## src/rtl/core/rgpg_pkg.sv

```systemverilog
// shared types, constants and register codes for the rgb gradient pixel generator
`default_nettype none

package rgpg_pkg;

  // field widths
  localparam int COLOR_W    = 24;
  localparam int CH_W       = 8;
  localparam int NUM_CH     = 3;
  localparam int DIM_W      = 13;
  localparam int POS_W      = 13;
  localparam int DIR_W      = 2;
  localparam int CFG_IDX_W  = 3;
  localparam int PAD_W      = 2;
  localparam int BYTE_CNT_W = 3;

  // datapath widths: divisor is at most h*w, geometry term at most y*w + x*h
  localparam int PROD_W = 2 * DIM_W;
  localparam int GEO_W  = PROD_W + 1;
  localparam int QUO_W  = 8;
  localparam int MAG_W  = GEO_W + QUO_W;
  localparam int DSH_W  = PROD_W + QUO_W - 1;

  // pixel queue between front and back, power of two
  localparam int FIFO_DEPTH = 2;
  localparam int FIFO_AW    = $clog2(FIFO_DEPTH);

  // size limits
  localparam int unsigned MAX_WIDTH_DEF  = 4096;
  localparam int unsigned MAX_HEIGHT_DEF = 4096;

  // register reset values
  localparam logic [COLOR_W-1:0] START_RST  = 24'hFF0000;
  localparam logic [COLOR_W-1:0] TARGET_RST = 24'h787CA0;
  localparam logic [DIM_W-1:0]   WIDTH_RST  = 13'd512;
  localparam logic [DIM_W-1:0]   HEIGHT_RST = 13'd1024;
  localparam logic [DIR_W-1:0]   DIR_RST    = 2'd1;

  // direction codes: bit 1 set selects column mode
  localparam logic [DIR_W-1:0] DIR_DIAG    = 2'd1;
  localparam int               DIR_COL_BIT = 1;

  // register indexes
  typedef enum logic [CFG_IDX_W-1:0] {
    REG_START_COLOR  = 3'd0,
    REG_TARGET_COLOR = 3'd1,
    REG_IMAGE_WIDTH  = 3'd2,
    REG_IMAGE_HEIGHT = 3'd3,
    REG_DIRECTION    = 3'd4
  } cfg_reg_t;

  // back end sequencer
  typedef enum logic [2:0] {
    BK_IDLE,
    BK_GEOM,
    BK_SCALE,
    BK_START,
    BK_DIV,
    BK_WAIT
  } back_state_t;

  // one classified pixel
  typedef struct packed {
    logic [POS_W-1:0] x;
    logic [POS_W-1:0] y;
    logic             row_end;
    logic             frame_end;
    logic [PAD_W-1:0] pad;
  } pix_t;

  // effective frame size
  typedef struct packed {
    logic [DIM_W-1:0] w;
    logic [DIM_W-1:0] h;
  } geom_t;

  // color settings seen by the back end
  typedef struct packed {
    logic [COLOR_W-1:0] start_color;
    logic [COLOR_W-1:0] target_color;
    logic [DIR_W-1:0]   direction;
  } color_cfg_t;

  // divider status
  typedef struct packed {
    logic             done;
    logic [QUO_W-1:0] quo;
    logic             rem_nz;
  } div_res_t;

endpackage

`default_nettype wire

```

## src/rtl/core/rgpg_front.sv

```systemverilog
// front end: takes input transactions, tracks scan position and classifies each pixel
`default_nettype none

module rgpg_front #(
  parameter int unsigned MAX_WIDTH  = rgpg_pkg::MAX_WIDTH_DEF,
  parameter int unsigned MAX_HEIGHT = rgpg_pkg::MAX_HEIGHT_DEF
) (
  input  wire logic                         clk,
  input  wire logic                         rst_n,
  input  wire logic                         in_valid,
  output logic                              in_stall,
  input  wire logic                         in_frame_restart,
  input  wire logic [rgpg_pkg::DIM_W-1:0]   image_width,
  input  wire logic [rgpg_pkg::DIM_W-1:0]   image_height,
  input  wire logic                         fifo_full,
  output logic                              push,
  output rgpg_pkg::pix_t                    push_data,
  output rgpg_pkg::geom_t                   geom
);

  localparam int POS_W = rgpg_pkg::POS_W;
  localparam int DIM_W = rgpg_pkg::DIM_W;

  logic [POS_W-1:0] x_r, x_nxt, y_r, y_nxt;
  logic [POS_W-1:0] x_base, y_base, x_cur, y_cur, x_inc, y_inc;
  logic             row_end, frame_end;
  rgpg_pkg::geom_t  geom_c;

  // effective size: zero reads as one, oversize clamps to the limit
  always_comb begin
    if (image_width == '0) begin
      geom_c.w = DIM_W'(1);
    end else if (32'(image_width) > MAX_WIDTH) begin
      geom_c.w = DIM_W'(MAX_WIDTH);
    end else begin
      geom_c.w = image_width;
    end
    if (image_height == '0) begin
      geom_c.h = DIM_W'(1);
    end else if (32'(image_height) > MAX_HEIGHT) begin
      geom_c.h = DIM_W'(MAX_HEIGHT);
    end else begin
      geom_c.h = image_height;
    end
  end

  assign geom = geom_c;

  // take a transaction whenever the queue has room
  assign in_stall = fifo_full;
  assign push     = in_valid && !fifo_full;

  // position of this pixel after restart and range fixups
  always_comb begin
    x_base    = in_frame_restart ? '0 : x_r;
    y_base    = in_frame_restart ? '0 : y_r;
    x_cur     = (x_base >= POS_W'(geom_c.w)) ? '0 : x_base;
    y_cur     = (y_base >= POS_W'(geom_c.h)) ? '0 : y_base;
    x_inc     = x_cur + POS_W'(1);
    y_inc     = y_cur + POS_W'(1);
    row_end   = (x_inc == POS_W'(geom_c.w));
    frame_end = row_end && (y_inc == POS_W'(geom_c.h));
  end

  // pad count (4 - 3w mod 4) mod 4 equals w mod 4
  always_comb begin
    push_data.x         = x_cur;
    push_data.y         = y_cur;
    push_data.row_end   = row_end;
    push_data.frame_end = frame_end;
    push_data.pad       = geom_c.w[rgpg_pkg::PAD_W-1:0];
  end

  // advance scan position
  always_comb begin
    x_nxt = x_r;
    y_nxt = y_r;
    if (push) begin
      if (row_end) begin
        x_nxt = '0;
        y_nxt = frame_end ? '0 : y_inc;
      end else begin
        x_nxt = x_inc;
        y_nxt = y_cur;
      end
    end
  end

  always_ff @(posedge clk) begin
    if (!rst_n) begin
      x_r <= '0;
      y_r <= '0;
    end else begin
      x_r <= x_nxt;
      y_r <= y_nxt;
    end
  end

endmodule

`default_nettype wire

```

## src/rtl/core/rgpg_fifo.sv

```systemverilog
// short pixel queue between front and back end
`default_nettype none

module rgpg_fifo (
  input  wire logic            clk,
  input  wire logic            rst_n,
  input  wire logic            push,
  input  wire rgpg_pkg::pix_t  push_data,
  output logic                 full,
  input  wire logic            pop,
  output rgpg_pkg::pix_t       pop_data,
  output logic                 empty
);

  localparam int DEPTH = rgpg_pkg::FIFO_DEPTH;
  localparam int AW    = rgpg_pkg::FIFO_AW;

  rgpg_pkg::pix_t  mem_r [DEPTH];
  logic [AW-1:0]   wr_ptr_r, wr_ptr_nxt, rd_ptr_r, rd_ptr_nxt;
  logic [AW:0]     count_r, count_nxt;

  assign full     = (count_r == (AW+1)'(DEPTH));
  assign empty    = (count_r == '0);
  assign pop_data = mem_r[rd_ptr_r];

  // pointer and fill count update
  always_comb begin
    wr_ptr_nxt = push ? wr_ptr_r + AW'(1) : wr_ptr_r;
    rd_ptr_nxt = pop ? rd_ptr_r + AW'(1) : rd_ptr_r;
    count_nxt  = count_r;
    if (push && !pop) begin
      count_nxt = count_r + (AW+1)'(1);
    end else if (pop && !push) begin
      count_nxt = count_r - (AW+1)'(1);
    end
  end

  always_ff @(posedge clk) begin
    if (!rst_n) begin
      wr_ptr_r <= '0;
      rd_ptr_r <= '0;
      count_r  <= '0;
    end else begin
      wr_ptr_r <= wr_ptr_nxt;
      rd_ptr_r <= rd_ptr_nxt;
      count_r  <= count_nxt;
    end
  end

  // entry storage
  always_ff @(posedge clk) begin
    if (push) begin
      mem_r[wr_ptr_r] <= push_data;
    end
  end

  // the front end never pushes into a full queue
  a_no_overflow: assert property (@(posedge clk) disable iff (!rst_n)
    full |-> !push)
    else $error("pixel queue pushed while full");

endmodule

`default_nettype wire

```

## src/rtl/core/rgpg_div.sv

```systemverilog
// restoring divider, one quotient bit per cycle, quotient known to fit in eight bits
`default_nettype none

module rgpg_div (
  input  wire logic                          clk,
  input  wire logic                          rst_n,
  input  wire logic                          start,
  input  wire logic [rgpg_pkg::MAG_W-1:0]    num,
  input  wire logic [rgpg_pkg::PROD_W-1:0]   den,
  output rgpg_pkg::div_res_t                 res
);

  localparam int MAG_W = rgpg_pkg::MAG_W;
  localparam int DSH_W = rgpg_pkg::DSH_W;
  localparam int QUO_W = rgpg_pkg::QUO_W;
  localparam int CNT_W = $clog2(QUO_W);
  localparam logic [CNT_W-1:0] CNT_LAST = CNT_W'(QUO_W - 1);

  logic             busy_r, busy_nxt, done_r, done_nxt;
  logic [CNT_W-1:0] cnt_r, cnt_nxt;
  logic [MAG_W-1:0] rem_r, rem_nxt, rem_step;
  logic [DSH_W-1:0] dsh_r, dsh_nxt;
  logic [QUO_W-1:0] quo_r, quo_nxt;
  logic             ge;

  // one trial subtraction
  always_comb begin
    ge       = (rem_r >= MAG_W'(dsh_r));
    rem_step = ge ? rem_r - MAG_W'(dsh_r) : rem_r;
  end

  // load on start, then step down from the top quotient bit
  always_comb begin
    busy_nxt = busy_r;
    done_nxt = 1'b0;
    cnt_nxt  = cnt_r;
    rem_nxt  = rem_r;
    dsh_nxt  = dsh_r;
    quo_nxt  = quo_r;
    if (start) begin
      busy_nxt = 1'b1;
      cnt_nxt  = '0;
      rem_nxt  = num;
      dsh_nxt  = {den, (QUO_W-1)'(0)};
      quo_nxt  = '0;
    end else if (busy_r) begin
      rem_nxt = rem_step;
      dsh_nxt = dsh_r >> 1;
      quo_nxt = {quo_r[QUO_W-2:0], ge};
      cnt_nxt = cnt_r + CNT_W'(1);
      if (cnt_r == CNT_LAST) begin
        busy_nxt = 1'b0;
        done_nxt = 1'b1;
      end
    end
  end

  always_ff @(posedge clk) begin
    if (!rst_n) begin
      busy_r <= 1'b0;
      done_r <= 1'b0;
      cnt_r  <= '0;
    end else begin
      busy_r <= busy_nxt;
      done_r <= done_nxt;
      cnt_r  <= cnt_nxt;
    end
  end

  always_ff @(posedge clk) begin
    rem_r <= rem_nxt;
    dsh_r <= dsh_nxt;
    quo_r <= quo_nxt;
  end

  always_comb begin
    res.done   = done_r;
    res.quo    = quo_r;
    res.rem_nz = |rem_r;
  end

endmodule

`default_nettype wire

```

## src/rtl/core/rgpg_back.sv

```systemverilog
// back end: computes the three channel bytes of a pixel and streams them out with padding
`default_nettype none

module rgpg_back (
  input  wire logic                         clk,
  input  wire logic                         rst_n,
  input  wire rgpg_pkg::color_cfg_t         cfg,
  input  wire rgpg_pkg::geom_t              geom,
  input  wire logic                         fifo_empty,
  output logic                              pop,
  input  wire rgpg_pkg::pix_t               pop_data,
  output logic                              out_valid,
  input  wire logic                         out_stall,
  output logic [rgpg_pkg::CH_W-1:0]         out_data_byte,
  output logic                              out_last_of_run,
  output logic                              out_end_of_row,
  output logic                              out_end_of_frame
);

  localparam int NUM_CH     = rgpg_pkg::NUM_CH;
  localparam int CH_W       = rgpg_pkg::CH_W;
  localparam int DIFF_W     = CH_W + 1;
  localparam int GEO_W      = rgpg_pkg::GEO_W;
  localparam int PROD_W     = rgpg_pkg::PROD_W;
  localparam int MAG_W      = rgpg_pkg::MAG_W;
  localparam int BYTE_CNT_W = rgpg_pkg::BYTE_CNT_W;
  localparam logic [BYTE_CNT_W-1:0] PIX_LAST = BYTE_CNT_W'(NUM_CH - 1);

  rgpg_pkg::back_state_t state_r, state_nxt;
  rgpg_pkg::pix_t        ent_r, ent_nxt;
  rgpg_pkg::div_res_t    div_res [NUM_CH];

  logic              is_diag, is_col;
  logic              div_start, em_load, em_step, em_is_last;
  logic [PROD_W-1:0] prod_yw, prod_xh, prod_hw;
  logic [GEO_W-1:0]  geo_c, geo_r, geo_nxt;
  logic [PROD_W-1:0] den_c, den_r, den_nxt;

  logic [CH_W-1:0]   s_ch     [NUM_CH];
  logic [CH_W-1:0]   t_ch     [NUM_CH];
  logic [DIFF_W-1:0] d_ch     [NUM_CH];
  logic [DIFF_W-1:0] d_adj    [NUM_CH];
  logic [DIFF_W-1:0] f_ch     [NUM_CH];
  logic [DIFF_W-1:0] f_neg    [NUM_CH];
  logic [CH_W-1:0]   fmag_ch  [NUM_CH];
  logic [MAG_W-1:0]  mag_c    [NUM_CH];
  logic [MAG_W-1:0]  mag_r    [NUM_CH];
  logic [MAG_W-1:0]  mag_nxt  [NUM_CH];
  logic              neg_r    [NUM_CH];
  logic              neg_nxt  [NUM_CH];
  logic [CH_W-1:0]   res_byte [NUM_CH];
  logic [CH_W-1:0]   byte_r   [NUM_CH];
  logic [CH_W-1:0]   byte_nxt [NUM_CH];

  logic                  em_busy_r, em_busy_nxt;
  logic [BYTE_CNT_W-1:0] em_k_r, em_k_nxt, em_last_r, em_last_nxt;
  logic                  em_row_r, em_row_nxt, em_frame_r, em_frame_nxt;
  logic [CH_W-1:0]       em_byte_r   [NUM_CH];
  logic [CH_W-1:0]       em_byte_nxt [NUM_CH];

  assign is_diag = (cfg.direction == rgpg_pkg::DIR_DIAG);
  assign is_col  = cfg.direction[rgpg_pkg::DIR_COL_BIT];

  // sequencer next state
  always_comb begin
    state_nxt = state_r;
    case (state_r)
      rgpg_pkg::BK_IDLE: begin
        if (!fifo_empty) state_nxt = rgpg_pkg::BK_GEOM;
      end
      rgpg_pkg::BK_GEOM:  state_nxt = rgpg_pkg::BK_SCALE;
      rgpg_pkg::BK_SCALE: state_nxt = rgpg_pkg::BK_START;
      rgpg_pkg::BK_START: state_nxt = rgpg_pkg::BK_DIV;
      rgpg_pkg::BK_DIV: begin
        if (div_res[0].done) state_nxt = rgpg_pkg::BK_WAIT;
      end
      rgpg_pkg::BK_WAIT: begin
        if (!em_busy_r) state_nxt = rgpg_pkg::BK_IDLE;
      end
      default: state_nxt = rgpg_pkg::BK_IDLE;
    endcase
  end

  // sequencer outputs
  always_comb begin
    pop       = 1'b0;
    div_start = 1'b0;
    em_load   = 1'b0;
    case (state_r)
      rgpg_pkg::BK_IDLE:  pop       = !fifo_empty;
      rgpg_pkg::BK_START: div_start = 1'b1;
      rgpg_pkg::BK_WAIT:  em_load   = !em_busy_r;
      default: begin
        pop       = 1'b0;
        div_start = 1'b0;
        em_load   = 1'b0;
      end
    endcase
  end

  // geometry term and divisor for the selected direction
  always_comb begin
    prod_yw = ent_r.y * geom.w;
    prod_xh = ent_r.x * geom.h;
    prod_hw = geom.h * geom.w;
    if (is_col) begin
      geo_c = GEO_W'(ent_r.x);
      den_c = PROD_W'(geom.w);
    end else if (is_diag) begin
      geo_c = {1'b0, prod_yw} + {1'b0, prod_xh};
      den_c = prod_hw;
    end else begin
      geo_c = GEO_W'(ent_r.y);
      den_c = PROD_W'(geom.h);
    end
  end

  // per channel delta, halved toward zero in diagonal mode, and scaled magnitude
  always_comb begin
    for (int c = 0; c < NUM_CH; c++) begin
      s_ch[c]    = cfg.start_color[c*CH_W +: CH_W];
      t_ch[c]    = cfg.target_color[c*CH_W +: CH_W];
      d_ch[c]    = {1'b0, s_ch[c]} - {1'b0, t_ch[c]};
      d_adj[c]   = d_ch[c] + {{CH_W{1'b0}}, d_ch[c][DIFF_W-1]};
      f_ch[c]    = is_diag ? {d_adj[c][DIFF_W-1], d_adj[c][DIFF_W-1:1]} : d_ch[c];
      f_neg[c]   = ~f_ch[c] + DIFF_W'(1);
      fmag_ch[c] = f_ch[c][DIFF_W-1] ? f_neg[c][CH_W-1:0] : f_ch[c][CH_W-1:0];
      mag_c[c]   = geo_r * fmag_ch[c];
    end
  end

  // floor of start minus the signed ratio
  always_comb begin
    for (int c = 0; c < NUM_CH; c++) begin
      if (neg_r[c]) begin
        res_byte[c] = s_ch[c] + div_res[c].quo;
      end else begin
        res_byte[c] = s_ch[c] - div_res[c].quo - {{(CH_W-1){1'b0}}, div_res[c].rem_nz};
      end
    end
  end

  // datapath register updates
  always_comb begin
    ent_nxt = pop ? pop_data : ent_r;
    geo_nxt = (state_r == rgpg_pkg::BK_GEOM) ? geo_c : geo_r;
    den_nxt = (state_r == rgpg_pkg::BK_GEOM) ? den_c : den_r;
    for (int c = 0; c < NUM_CH; c++) begin
      mag_nxt[c]  = (state_r == rgpg_pkg::BK_SCALE) ? mag_c[c] : mag_r[c];
      neg_nxt[c]  = (state_r == rgpg_pkg::BK_SCALE) ? f_ch[c][DIFF_W-1] : neg_r[c];
      byte_nxt[c] = (state_r == rgpg_pkg::BK_DIV && div_res[0].done) ? res_byte[c]
                                                                      : byte_r[c];
    end
  end

  // one divider per channel, all started together
  for (genvar g = 0; g < NUM_CH; g++) begin : g_div
    rgpg_div u_div (
      .clk   (clk),
      .rst_n (rst_n),
      .start (div_start),
      .num   (mag_r[g]),
      .den   (den_r),
      .res   (div_res[g])
    );
  end

  // byte emitter: channel bytes then zero padding at row end
  assign em_is_last = (em_k_r == em_last_r);
  assign em_step    = em_busy_r && !out_stall;

  always_comb begin
    em_busy_nxt  = em_busy_r;
    em_k_nxt     = em_k_r;
    em_last_nxt  = em_last_r;
    em_row_nxt   = em_row_r;
    em_frame_nxt = em_frame_r;
    for (int c = 0; c < NUM_CH; c++) begin
      em_byte_nxt[c] = em_byte_r[c];
    end
    if (em_load) begin
      em_busy_nxt  = 1'b1;
      em_k_nxt     = '0;
      em_last_nxt  = PIX_LAST + (ent_r.row_end ? BYTE_CNT_W'(ent_r.pad) : '0);
      em_row_nxt   = ent_r.row_end;
      em_frame_nxt = ent_r.frame_end;
      for (int c = 0; c < NUM_CH; c++) begin
        em_byte_nxt[c] = byte_r[c];
      end
    end else if (em_step) begin
      if (em_is_last) begin
        em_busy_nxt = 1'b0;
      end else begin
        em_k_nxt = em_k_r + BYTE_CNT_W'(1);
      end
    end
  end

  // result channel
  always_comb begin
    out_valid        = em_busy_r;
    out_data_byte    = (em_k_r <= PIX_LAST) ? em_byte_r[em_k_r[1:0]] : '0;
    out_last_of_run  = em_is_last;
    out_end_of_row   = em_is_last && em_row_r;
    out_end_of_frame = em_is_last && em_frame_r;
  end

  always_ff @(posedge clk) begin
    if (!rst_n) begin
      state_r   <= rgpg_pkg::BK_IDLE;
      em_busy_r <= 1'b0;
      em_k_r    <= '0;
      em_last_r <= PIX_LAST;
    end else begin
      state_r   <= state_nxt;
      em_busy_r <= em_busy_nxt;
      em_k_r    <= em_k_nxt;
      em_last_r <= em_last_nxt;
    end
  end

  always_ff @(posedge clk) begin
    ent_r      <= ent_nxt;
    geo_r      <= geo_nxt;
    den_r      <= den_nxt;
    em_row_r   <= em_row_nxt;
    em_frame_r <= em_frame_nxt;
    for (int c = 0; c < NUM_CH; c++) begin
      mag_r[c]     <= mag_nxt[c];
      neg_r[c]     <= neg_nxt[c];
      byte_r[c]    <= byte_nxt[c];
      em_byte_r[c] <= em_byte_nxt[c];
    end
  end

  // byte index never runs past the last byte of the run
  a_k_in_run: assert property (@(posedge clk) disable iff (!rst_n)
    em_busy_r |-> em_k_r <= em_last_r)
    else $error("emitter index beyond run length");

  // divider results arrive only while the sequencer waits for them
  a_div_when_waiting: assert property (@(posedge clk) disable iff (!rst_n)
    div_res[0].done |-> state_r == rgpg_pkg::BK_DIV)
    else $error("divider finished outside divide state");

  // all channel dividers finish in the same cycle
  a_div_lockstep: assert property (@(posedge clk) disable iff (!rst_n)
    div_res[0].done |-> (div_res[1].done && div_res[NUM_CH-1].done))
    else $error("channel dividers out of step");

  // emitter is loaded only from the hand-over state
  a_load_from_wait: assert property (@(posedge clk) disable iff (!rst_n)
    $rose(em_busy_r) |-> $past(state_r) == rgpg_pkg::BK_WAIT)
    else $error("emitter started without a finished pixel");

endmodule

`default_nettype wire

```

## src/rtl/core/rgb_gradient_pixel_generator_core.sv

```systemverilog
// Gradient pixel generator: an accepted transaction yields 3 to 6 byte transactions.
// The first byte follows the queue, the GEOM, SCALE, START and DIV states and the hand-over in WAIT.
// The pixel rate is set by the 8-step restoring dividers of the back end plus setup; pixels are
// computed one at a time, and a pixel's bytes stream out while the next pixel is computed.
// Reset (rst_n low, synchronous): position returns to pixel 0,0, queue and emitter empty,
// registers take their default values.
`default_nettype none

module rgb_gradient_pixel_generator_core #(
  parameter int unsigned MAX_WIDTH  = rgpg_pkg::MAX_WIDTH_DEF,
  parameter int unsigned MAX_HEIGHT = rgpg_pkg::MAX_HEIGHT_DEF
) (
  input  wire logic                             clk,
  input  wire logic                             rst_n,
  input  wire logic                             in_valid,
  output logic                                  in_stall,
  input  wire logic                             in_frame_restart,
  output logic                                  out_valid,
  input  wire logic                             out_stall,
  output logic [rgpg_pkg::CH_W-1:0]             out_data_byte,
  output logic                                  out_last_of_run,
  output logic                                  out_end_of_row,
  output logic                                  out_end_of_frame,
  input  wire logic                             cfg_we,
  input  wire logic [rgpg_pkg::CFG_IDX_W-1:0]   cfg_index,
  input  wire logic [rgpg_pkg::COLOR_W-1:0]     cfg_data
);

  localparam int COLOR_W = rgpg_pkg::COLOR_W;
  localparam int DIM_W   = rgpg_pkg::DIM_W;
  localparam int DIR_W   = rgpg_pkg::DIR_W;

  logic [COLOR_W-1:0] start_r, start_nxt, target_r, target_nxt;
  logic [DIM_W-1:0]   width_r, width_nxt, height_r, height_nxt;
  logic [DIR_W-1:0]   dir_r, dir_nxt;

  rgpg_pkg::color_cfg_t color_cfg;
  rgpg_pkg::geom_t      geom;
  rgpg_pkg::pix_t       push_data, pop_data;
  logic                 push, pop, fifo_full, fifo_empty;

  // register file writes, unknown indexes ignored
  always_comb begin
    start_nxt  = start_r;
    target_nxt = target_r;
    width_nxt  = width_r;
    height_nxt = height_r;
    dir_nxt    = dir_r;
    if (cfg_we) begin
      case (rgpg_pkg::cfg_reg_t'(cfg_index))
        rgpg_pkg::REG_START_COLOR:  start_nxt  = cfg_data;
        rgpg_pkg::REG_TARGET_COLOR: target_nxt = cfg_data;
        rgpg_pkg::REG_IMAGE_WIDTH:  width_nxt  = cfg_data[DIM_W-1:0];
        rgpg_pkg::REG_IMAGE_HEIGHT: height_nxt = cfg_data[DIM_W-1:0];
        rgpg_pkg::REG_DIRECTION:    dir_nxt    = cfg_data[DIR_W-1:0];
        default: begin
          start_nxt = start_r;
        end
      endcase
    end
  end

  always_ff @(posedge clk) begin
    if (!rst_n) begin
      start_r  <= rgpg_pkg::START_RST;
      target_r <= rgpg_pkg::TARGET_RST;
      width_r  <= rgpg_pkg::WIDTH_RST;
      height_r <= rgpg_pkg::HEIGHT_RST;
      dir_r    <= rgpg_pkg::DIR_RST;
    end else begin
      start_r  <= start_nxt;
      target_r <= target_nxt;
      width_r  <= width_nxt;
      height_r <= height_nxt;
      dir_r    <= dir_nxt;
    end
  end

  always_comb begin
    color_cfg.start_color  = start_r;
    color_cfg.target_color = target_r;
    color_cfg.direction    = dir_r;
  end

  // scan position and pixel classification
  rgpg_front #(
    .MAX_WIDTH  (MAX_WIDTH),
    .MAX_HEIGHT (MAX_HEIGHT)
  ) u_front (
    .clk              (clk),
    .rst_n            (rst_n),
    .in_valid         (in_valid),
    .in_stall         (in_stall),
    .in_frame_restart (in_frame_restart),
    .image_width      (width_r),
    .image_height     (height_r),
    .fifo_full        (fifo_full),
    .push             (push),
    .push_data        (push_data),
    .geom             (geom)
  );

  // pixel queue
  rgpg_fifo u_fifo (
    .clk       (clk),
    .rst_n     (rst_n),
    .push      (push),
    .push_data (push_data),
    .full      (fifo_full),
    .pop       (pop),
    .pop_data  (pop_data),
    .empty     (fifo_empty)
  );

  // color math and byte stream
  rgpg_back u_back (
    .clk              (clk),
    .rst_n            (rst_n),
    .cfg              (color_cfg),
    .geom             (geom),
    .fifo_empty       (fifo_empty),
    .pop              (pop),
    .pop_data         (pop_data),
    .out_valid        (out_valid),
    .out_stall        (out_stall),
    .out_data_byte    (out_data_byte),
    .out_last_of_run  (out_last_of_run),
    .out_end_of_row   (out_end_of_row),
    .out_end_of_frame (out_end_of_frame)
  );

endmodule

`default_nettype wire

```

## config.mk

```make
export PLATFORM = sky130hd
export DESIGN_NAME = rgb_gradient_pixel_generator_core
export DESIGN_NICKNAME = d
export VERILOG_FILES = /design/src/rtl/core/rgpg_pkg.sv /design/src/rtl/core/rgpg_front.sv /design/src/rtl/core/rgpg_fifo.sv /design/src/rtl/core/rgpg_div.sv /design/src/rtl/core/rgpg_back.sv /design/src/rtl/core/rgb_gradient_pixel_generator_core.sv
export SDC_FILE = /design/constraint.sdc
export NUM_CORES = 2
export LEC_CHECK = 0
export BUFFER_PORTS_ARGS = -buffer_cell sky130_fd_sc_hd__buf_2
export CORE_MARGIN = 2
export CORE_UTILIZATION = 60
export DETAILED_ROUTE_END_ITERATION = 7
export HOLD_SLACK_MARGIN = 0.15
export PLACE_DENSITY = 0.76
export SKIP_CTS_REPAIR_TIMING = 1
export SYNTH_ARGS = -nofsm -noshare
export SYNTH_HDL_FRONTEND = slang
export SYNTH_SLANG_ARGS = --single-unit
```

## constraint.sdc

```tcl
create_clock -name clk -period 11.95 [get_ports clk]
set_clock_uncertainty 0.15 [all_clocks]
set_input_delay 1.195 -clock clk [delete_from_list [all_inputs] [get_ports clk]]
set_output_delay 1.195 -clock clk [all_outputs]
set_load 0.05 [all_outputs]
```

# == Word-level counts from Yosys, hierarchy flattened ==
# Memories as Yosys holds them, arrays and structs flattened. A register that Yosys moved wholly into a read port is not among the register bits.
# Cells that the tools add are included.
# Widths: inputs -> output; s select.
# totals
reg_bits,412
ram_bits,216
out_inout_bits,13
wordCells,242
memories,5
# classes
n_addsub,33
multipliers,6
magnitude_cmp,8
n_eq_ne,21
muxes,77
bitwise,7
reduce_logical,46
# mem_list
memory,depth,word_bits,read_ports,rd_ports_with_merged_regs,write_ports,line_no,rtl
u_back.mag_r,3,35,3,0,3,rgpg_back.sv:47,logic [MAG_W-1:0] mag_r [NUM_CH];
u_fifo.mem_r,2,30,1,1,1,rgpg_fifo.sv:18,rgpg_pkg::pix_t mem_r [DEPTH];
u_back.byte_r,3,8,3,0,3,rgpg_back.sv:52,logic [CH_W-1:0] byte_r [NUM_CH];
u_back.em_byte_r,3,8,1,1,3,rgpg_back.sv:58,logic [CH_W-1:0] em_byte_r [NUM_CH];
u_back.neg_r,3,1,3,0,3,rgpg_back.sv:49,logic neg_r [NUM_CH];
# op_table
cell,n
$mux 35,12
$mux 33,6
$mux 13,15
$ge 35x33->1,3
$mul 27x8->35,3
$reduce_or 35->1,3
$sub 35x33->35,3
$mux 8,10
$mul 13x13->26,3
$add 26x26->27,1
$add 9x1->9,3
$mux 9,3
$sub 8x8->9,3
$add 13x1->13 const B,2
$eq 13x13->1,2
$ge 13x13->1,2
$gt 13x13->1 const B,2
$logic_not 13->1,2
$add 8x1->8 const B,3
$add 8x8->8,3
$mux 24,1
$not 8->8,3
$sub 8x1->8,3
$sub 8x8->8,3
other kinds (28),104

# == Logic depth before layout (Yosys ltp) ==
# depth
ltp_word,10
ltp_mapped,41

# == By module ==
# Synthesis repeated with hierarchy kept, for this count alone.
# unflattened
hier_cells,8090
hier_area_um2,74939.4
# by_module_without_submodules
module,instances,cells_each,area_each_um2,seq_area_each_um2
rgpg_back,1,5278,49492.5,7477.2
rgpg_div,3,626,5499.0,2232.1
rgpg_front,1,527,3602.2,520.5
rgb_gradient_pixel_generator_core,1,292,2974.1,1521.5
rgpg_fifo,1,115,2373.5,1901.8

# == Least setup slack after synthesis ==
# OpenSTA, ideal clock, no wires.
# synth_timing
path_kind,register -> register
from,"register, netlist name u_back.state_r[0]"
to,"memory u_back.mag_r[0][0] (netlist name), enable pin"
arrival_time_ns,8.359
required_ns,11.070
slack_ns,2.712
path_stages_with_launch,3
path_buffers,1
period_less_slack_ns,9.238
cell_sequence,dfxtp_1 clkbuf_1 nor3b_1
# synth_rtl
element,line_no
to (decl),rgpg_back.sv:47

==> reports/qor_table.md <==
| Parameter | Reported |
|---|---|
| Number of warnings reported in the yosys synthesis log | 0 |
| Area used by multi-input combinational logic | 48,640 µm² |
| Final Net Count | 9,043 |
| Sequential fraction of the synthesis area | 0.2507 |
| Critical Path End Type | flop |
| Routed vias | 54,763 |
| # Max-Cap Violations | 0 |
| First-pass GRT wire length | 314.6 mm |
| Average wire length per cell after detail routing | 21.57 µm |
| Core region area | 119,500 µm² |
| Later-pin clock latency in the skew report | 680 ps |
| Detailed Routing Iterations Pass 1 | 6 |
| Storage element area | 18,060 µm² |
| Layout filler cell count | 9,671 |
| Launching element type of the critical path | flop |
| Largest net degree at the start of global routing | 88 |
| Setup TNS Final | 0 ps |
| Worst setup path class | flop to flop |
| Port Buffer Count | 45 |
| Cell with the largest stage delay on the worst path | o311ai_0 |
| Share of final-layout standard cells stronger than drive strength 1 | 0.05098 |
| Die height | 350.5 µm |
| Number of standard cells in the layout, taps in and fillers out | 9,225 |
| Syn nets | 9,154 |
| Ratio of final minimum period to clock period | 0.8533 |
| Count of endpoints failing hold in the final timing report | 0 |
| TritonCTS clock tree | done |
| Min-Delay Startpoint | u_back.byte_r[0][6] |
| Worst reg2reg path startpoint | start_r[0] |
| Highest fanout seen on the critical path | 18 |
| Iteration-0 DRC count of the detailed router | 4,277 |
| Cell count after placement | 9,082 |
| Fin. max-slew vios | 0 |
| H-Tree Depth | 3 |
| Width of the die | 350.5 µm |
| Number of flops mapped to enable cells by yosys | 484 |
| Post-synthesis cell count | 7,659 |
| Relative slew margins | 0.1015 |
| Global-route usage over all layers | 0.3306 |
| Total of flip-flops plus latches after synthesis | 660 |
| Worst slack after detailed placement | 1868 ps |
| Placement row count | 127 |
| Outcome | completed |
| Peak Freq | 0.09806 GHz |
| Final WL | 199.0 mm |
| Final HPWL DP | 149.6 mm |
| Synthesized area per cell | 9.406 µm² |
| Number of vias per cell | 5.936 |
| DRC violation count after routing | 0 |
| Arr. time, crit path | 10,480 ps |
| Max Buffers Root-to-Sink | 3 |
| Setup Viol. Count Final | 0 |
| Most repeated library cell on the critical path | fa_1 |
| Global placer's final weighted congestion | 1.027 |
| Setup crit start | start_r[0] |
| CTS Sinks | 660 |
| Mapped Area | 72,040 µm² |
| Unique cell type count in the Yosys netlist | 85 |
| Die outline area | 122,900 µm² |
| WP data required | 12,230 ps |
| Vias in the first global route | 57,760 |
| Commonest register cell after synthesis | edfxtp_1 |
| Class of the tightest hold or removal check | flop to flop |
| Commonest cells in the synthesized netlist | 1,120 x inv_1, 873 x fa_1, 828 x nand2_1 |
| Antenna violations before repair | 11 |
| Congestion Overflow GR | 0 |
| Setup repair after global routing missed its margin | false |
| P&R area growth vs syn | 6.318% |
| Dominant cell by count in the synthesized netlist | inv_1 |
| Worst-Margin Slew | 1348 ps |
| Leading cell types by total area after synthesis | fa_1 24%, edfxtp_1 20%, ha_1 10%, inv_1 5.8%, dfxtp_1 4.9% |
| I/O pin count | 46 |
| CP max stage delay | 850 ps |
| TritonCTS Buffers | 75 |
| Starting density of the core | 0.6029 |
| Remaining antenna violation count after routing | 0 |
| Yosys top cell by area | fa_1 |
| Clock tree root driver cell | clkbuf_16 |
| Clock edge transition at the registers on the reported setup and hold paths | 60 ps |
| Min Tclk post-route | 10,200 ps |
| Share of synthesized flip-flops with an asynchronous set or reset | 0 |
| Final setup margin | 1753 ps |
| Area share of the leading cell type in the synthesized netlist | 0.2426 |
## area by class of cell
class                           instances  area share
Sequential cell                       660      0.2358
Clock buffer                           98     0.02697
Antenna cell                            2  0.00006534
Multi-Input combinational cell       5531      0.6351
Inverter                             1124     0.05508
Tap cell                             1612     0.02633
Timing Repair Buffer                  156     0.01387
Clock inverter                         42    0.006828
## worst max-delay path: cells and delay by family (launching register included)
| kind | cells | cell delay (ps) |
|---|---|---|
| buffers and inverters | 4 | 670 |
| flip-flops | 1 | 320 |
| adder cells (fa/ha/maj) | 8 | 3020 |
| AND/OR/NAND/NOR | 9 | 1610 |
| XOR/XNOR | 3 | 1120 |
| AO/OA/AOI/OAI | 11 | 3050 |
## worst paths after layout
path | end | slack (ps) | depth (start not counted)
worst max-delay path | u_back.mag_r[0][34] | 1750 | 35
worst min-delay path | u_back.em_byte_r[0][6] | 260 | 0
worst max register to register | u_back.mag_r[0][34] | 1750 | 35
worst min register to register | u_back.em_byte_r[0][6] | 260 | 0
## logic make-up after synthesis
logic type,count (synthesis),synth area share
muxes,117,0.01690
buffers and inverters,1468,0.07663
and+or+nand+nor,2452,0.1676
AOI/OAI and AO/OA,1176,0.1039
xor gates and xnor gates,324,0.03939
adders and majority gates,1462,0.3449
DFF,660,0.2507
## cell usage in the layout (no fill, tap or decap), types with 197 or more instances in the layout
cell type,count
inv_1,1119
fa_1,873
nand2_1,828
ha_1,589
edfxtp_1,484
and2_1,479
nor2_1,458
a21oi_1,396
o21ai_0,224
nor2b_1,201
xnor2_1,197
## flip-flops by register name (all words and copies together) (netlist names), 9 cells and up, named ones only
register and cells:
u_back.ent_r 30, u_back.mag_r 105, u_back.em_byte_r 24, start_r 24
height_r 13, u_back.g_div.u_div.quo_r 24, width_r 13, u_back.g_div.u_div.cnt_r 9
u_fifo.mem_r 60, u_front.x_r 13, u_front.y_r 13, target_r 24
u_back.g_div.u_div.dsh_r 99, u_back.den_r 26, u_back.geo_r 27, u_back.g_div.u_div.rem_r 105
u_back.byte_r 24
## stage by stage
stage | util | hold WS (ps) | cell area [µm²]
final | 0.6410 | 257.7 | 76590
after global routing | 0.6409 | 260.5 | 76590
after CTS | 0.6408 | 247.2 | 76580
after detailed placement | 0.6192 | 254.5 | 73990
after global placement | 0.6192 | 250.5 | 73990
after floorplan | - | 250.3 | 72040
## per-layer routing
metal | up-vias | routed length, µm | track usage
li1 | 24756 | - | -
met1 | 27167 | 76280 | 0.4008
met3 | 620 | 15910 | 0.06309
met4 | 6 | 12520 | 0.1844
met2 | 2214 | 94220 | 0.5553
met5 | - | 50 | 0
Power is left out: the tool's default activity adds up to more than one toggle a clock period on the data nets, which glitch-free logic cannot reach.
